===== src/rtl/wms_pkg.sv =====
// ----------------------------------------------------------------------------
// wms_pkg
// shared widths, defaults and the pipeline record for the window max-sum unit
// ----------------------------------------------------------------------------
package wms_pkg;

	localparam int LEN_W           = 9;
	localparam int VAL_W           = 32;
	localparam int SUM_W           = 40;
	localparam int DEF_MAX_WINDOW  = 256;
	localparam logic [LEN_W-1:0] LEN_RESET = LEN_W'(1);

	// one item leaving the sum stage
	typedef struct packed {
		logic             valid;
		logic             last;
		logic             full;
		logic [SUM_W-1:0] sum;
	} wms_s2_t;

endpackage


===== src/rtl/wms_best.sv =====
// ----------------------------------------------------------------------------
// wms_best
// best window sum tracking and the result register
// ----------------------------------------------------------------------------
module wms_best import wms_pkg::*; (
	input  logic             clk,
	input  logic             arst_n,
	input  logic             en,
	input  logic             clr,
	input  wms_s2_t          s2,
	input  logic             out_ready,
	output logic             out_valid,
	output logic [SUM_W-1:0] out_sum,
	output logic             out_flag
);

	logic [SUM_W-1:0] best_q;
	logic             best_valid_q;
	logic             out_valid_q;
	logic [SUM_W-1:0] out_sum_q;
	logic             out_flag_q;

	logic [SUM_W-1:0] best_n;
	logic             best_valid_n;
	logic             emit;

	always_comb begin
		best_n       = best_q;
		best_valid_n = best_valid_q;
		if (s2.valid && s2.full) begin
			if (!best_valid_q || ($signed(s2.sum) > $signed(best_q))) begin
				best_n = s2.sum;
			end
			best_valid_n = 1'b1;
		end
	end

	assign emit = en && s2.valid && s2.last;

	always_ff @(posedge clk or negedge arst_n) begin
		if (!arst_n) begin
			best_q       <= '0;
			best_valid_q <= 1'b0;
			out_valid_q  <= 1'b0;
		end else begin
			if (clr || emit) begin
				best_q       <= '0;
				best_valid_q <= 1'b0;
			end else if (en) begin
				best_q       <= best_n;
				best_valid_q <= best_valid_n;
			end
			if (emit) begin
				out_valid_q <= 1'b1;
			end else if (out_ready) begin
				out_valid_q <= 1'b0;
			end
		end
	end

	always_ff @(posedge clk) begin
		if (emit) begin
			out_sum_q  <= best_valid_n ? best_n : '0;
			out_flag_q <= best_valid_n;
		end
	end

	assign out_valid = out_valid_q;
	assign out_sum   = out_sum_q;
	assign out_flag  = out_flag_q;

endmodule


===== config.mk =====
export PLATFORM = sky130hd
export DESIGN_NAME = wms_best
export DESIGN_NICKNAME = d
export VERILOG_FILES = /design/src/rtl/wms_pkg.sv /design/src/rtl/wms_best.sv
export SDC_FILE = /design/constraint.sdc
export NUM_CORES = 1
export LEC_CHECK = 0
export CORE_UTILIZATION = 65
export CTS_BUF_LIST = sky130_fd_sc_hd__clkbuf_8
export CTS_CLUSTER_SIZE = 12
export DETAILED_ROUTE_END_ITERATION = 8
export DONT_BUFFER_PORTS = 1
export GPL_TIMING_DRIVEN = 0
export HOLD_SLACK_MARGIN = 0.03
export PLACE_DENSITY_LB_ADDON = 0.3
export SYNTH_ARGS = -nofsm -noshare
export SYNTH_HDL_FRONTEND = slang
export SYNTH_SLANG_ARGS = --single-unit

===== constraint.sdc =====
create_clock -name clk -period 5.23 [get_ports clk]
set_input_delay 0.7845 -clock clk [delete_from_list [all_inputs] [get_ports clk]]
set_output_delay 0.7845 -clock clk [all_outputs]
set_load 0.02 [all_outputs]

==> summary.txt <==
Pwr
  – Pint: about 1.1 mW
  – Logic pwr share: roughly 16%
  – Net Sw Frac: approximately 28%
  – LEAKAGE: between 2 and 2.5 nW
  – Share of power burned in registers: around half
  – Clock power share: about a third
  – Worst-case vdd ir drop: around 0.00016 V
  – PwrDens: between 200 and 300 nW/µm²
  – Psw: 0.410 mW

Setup path
  – CP Launch Point: best_q[34]$_DFFE_PN0P_
  – Cells on worst reg2reg path: 9
  – Worst setup SP type: flip-flop
  – Setup crit end kind: flip-flop
  – Crit Path Max Fanout: 10
  – WS Path Type: flip-flop to flip-flop
  – CP required: 5.45 ns
  – RR Startpoint: best_q[34]$_DFFE_PN0P_
  – CP arrival: 3.03 ns

Global route
  – Antenna violations before repair: 0
  – First-pass GRT wire length: 20700 µm
  – Largest net degree at the start of global routing: 44
  – Grt total ovfl: 0
  – Number of global-route vias before repair: 4244
  – Total GRT Usage: 32.2%

Floorplan
  – Starting Density: 68.6%
  – I/O pin total: 90
  – Core footprint: ~7400 µm²
  – Die Ht: about 90 µm
  – Cell Rows: 31
  – Die area: slightly above 8000 µm²
  – Die width: around 90 µm

Layout
  – Diode count: 0
  – Share of cells above drive strength 1: under 10%
  – Util after Layout: about three quarters
  – Commonest non-fill, non-tap cell in the layout: o21ai_0
  – Non-Filler Instances: approximately 640
  – Area growth, synth to finish: 6.63%
  – Final Instance Area: about 5400 µm²
  – Nets: about 630
  – Most frequent cells in the layout: 54 x o21ai_0, 49 x nand2_1, 49 x nand4_1, 47 x nand3_1, 46 x inv_1
  – Fillers: 540

Timing
  – Max Clock Freq: 0.356 GHz
  – Setup_tns: 0 ns
  – Final setup violation count: 0
  – Post-Route Skew: 0.0205 ns
  – Fin crit period: approximately 2.8 ns
  – Max-slew violations: 0
  – RSZ-0062 raised after global routing: false
  – Tightest Pin Transition: ~1.0 ns
  – Final Hold Slack: 0.0903 ns
  – Slew margin rel.: 32.2%
  – Final Hold Vio Count: 0
  – Final Cycle Share: between 50% and 60%

Clock tree
  – Clk_lat worst skew: about 0.37 ns
  – Reg clk slew, reported paths: about 0.10 ns
  – Clk sinks: 83
  – TritonCTS clock tree: done
  – # hold bufs at CTS: 0
  – Post-CTS setup buffer count: 0
  – Cts repair resizes: 0
  – CTS Buf Count: 9
  – Clock H-tree levels: 3
  – Root Driver: clkbuf_8
  – CTS max path bufs: 2

Yosys
  – Mean area per synthesized cell: 9.66 µm²
  – Syn Inst Count: between 500 and 600
  – Net Count, Synth: just over 600
  – Synthesized flop and latch total: 83
  – Register area share after synthesis: roughly 45%
  – Yosys Warn Count: 0
  – Post-synth EDFFs: 41
  – Asr flop ratio synth: between 50% and 60%
  – Ys flop type: dfrtp_1
  – Yosys cell types: 42
  – Synthesized area: a little over 5000 µm²

Worst hold path
  – Worst hold-check path type: input port to async pin

Place
  – Final HPWL DP: slightly below 9000 µm
  – Port buffer count: 0
  – Placed inst area: ~5200 µm²
  – RD Place Congestion: ~0.9
  – Placed Cells: between 600 and 700

Drt
  – Initial DRC count: 304
  – Via Count: approximately 4300
  – Final wirelength: 12500 µm
  – Via-to-Cell Ratio: around 6.7
  – Antenna Nets Post-Route: 0
  – WL per Instance: 19.5 µm
  – DRC Markers: 0
  – Drt pass-1 iters: 7

Run
  – Max-cap check violation count: 0

Status
  – Status: finished clean
through the flow:
stage	setup WS, ns	power [mW]
after floorplan	2.44	0.932
after global placement	1.95	0.978
after detailed placement	2.10	0.991
after CTS	2.47	1.48
after global routing	2.22	1.54
final	2.42	1.48
final timing paths:
| check | to | slack (ns) |
|---|---|---|
| min in group clk | best_valid_q$_DFFE_PN0P_ | 0.53 |
| max in group asynchronous | best_q[24]$_DFFE_PN0P_ | 5.02 |
| worst max register to register | out_sum[4]$_SDFFCE_PP0P_ | 2.42 |
| worst max-delay path | out_sum[4]$_SDFFCE_PP0P_ | 2.42 |
| worst min-delay path | out_valid$_DFFE_PN0P_ | 0.09 |
| worst min register to register | best_valid_q$_DFFE_PN0P_ | 0.53 |
power by group through the flow:
| stage | logic [mW] | registers, mW | clock network (mW) |
|---|---|---|---|
| 6_report | 0.231 | 0.751 | 0.498 |
| 3_3_place_gp | 0.214 | 0.764 | 0 |
| 2_1_floorplan | 0.172 | 0.760 | 0 |
| 4_1_cts | 0.228 | 0.751 | 0.497 |
| 5_1_grt | 0.258 | 0.754 | 0.526 |
| 3_5_place_dp | 0.226 | 0.765 | 0 |
cells by family after synthesis:
group                      Yosys count  synth area share [%]
AOI/OAI and AO/OA                  162                  20.2
buffers and inverters               83                  7.98
DFF                                 83                  44.9
and+or+nand+nor                    158                  17.0
adders and majority gates           40                  9.85
cell usage after synthesis, types with 4 or more instances:
cell,instances,area [µm²]
a21boi_1,40,300
a21o_1,4,30.0
a21oi_1,14,70.1
buf_2,6,30.0
buf_6,9,101
clkbuf_1,17,63.8
clkbuf_2,7,35.0
dfrtp_1,42,1050
edfxtp_1,41,1230
ha_1,40,500
inv_1,43,161
nand2_1,49,184
nand3_1,47,235
nand4_1,49,307
o21ai_0,54,270
o21ai_1,29,145
area by class of cell:
cell class	count	area (µm²)	share of cell area (%)
multi-input combinational	360	2390	44.2
inverter	43	161	2.98
clock buffer	9	124	2.29
clock inverter	7	87.6	1.62
buffer	40	244	4.50
tap	99	124	2.29
sequential	83	2280	42.1
worst max-delay path: stages (launching register included):
cell	delay, ns
dfrtp_1	0.39
inv_1	0.06
ha_1	0.30
nand4_1	0.22
nor4_4	0.43
o311ai_2	0.23
a31oi_1	0.48
clkbuf_2	0.32
o21ai_0	0.13
nand2_1	0.10
per-layer routing:
layer | wire [µm] | vias to the layer above | global-route usage (%) | part of all wire, %
met2 | 6200 | 249 | 52.9 | 50
met3 | 1130 | 22 | 5.30 | 9.0
li1 | - | 1958 | - | -
met5 | 0 | - | 0 | 0
met1 | 4890 | 2070 | 41.7 | 39
met4 | 256 | 0 | 15.5 | 2.1
state kept, by name, summed over array words and instances (netlist names):
register and count:
best_q 40, best_valid_q 1, out_flag 1, out_sum 40, out_valid 1
No activity file was read; power rests on OpenSTA's default activity.
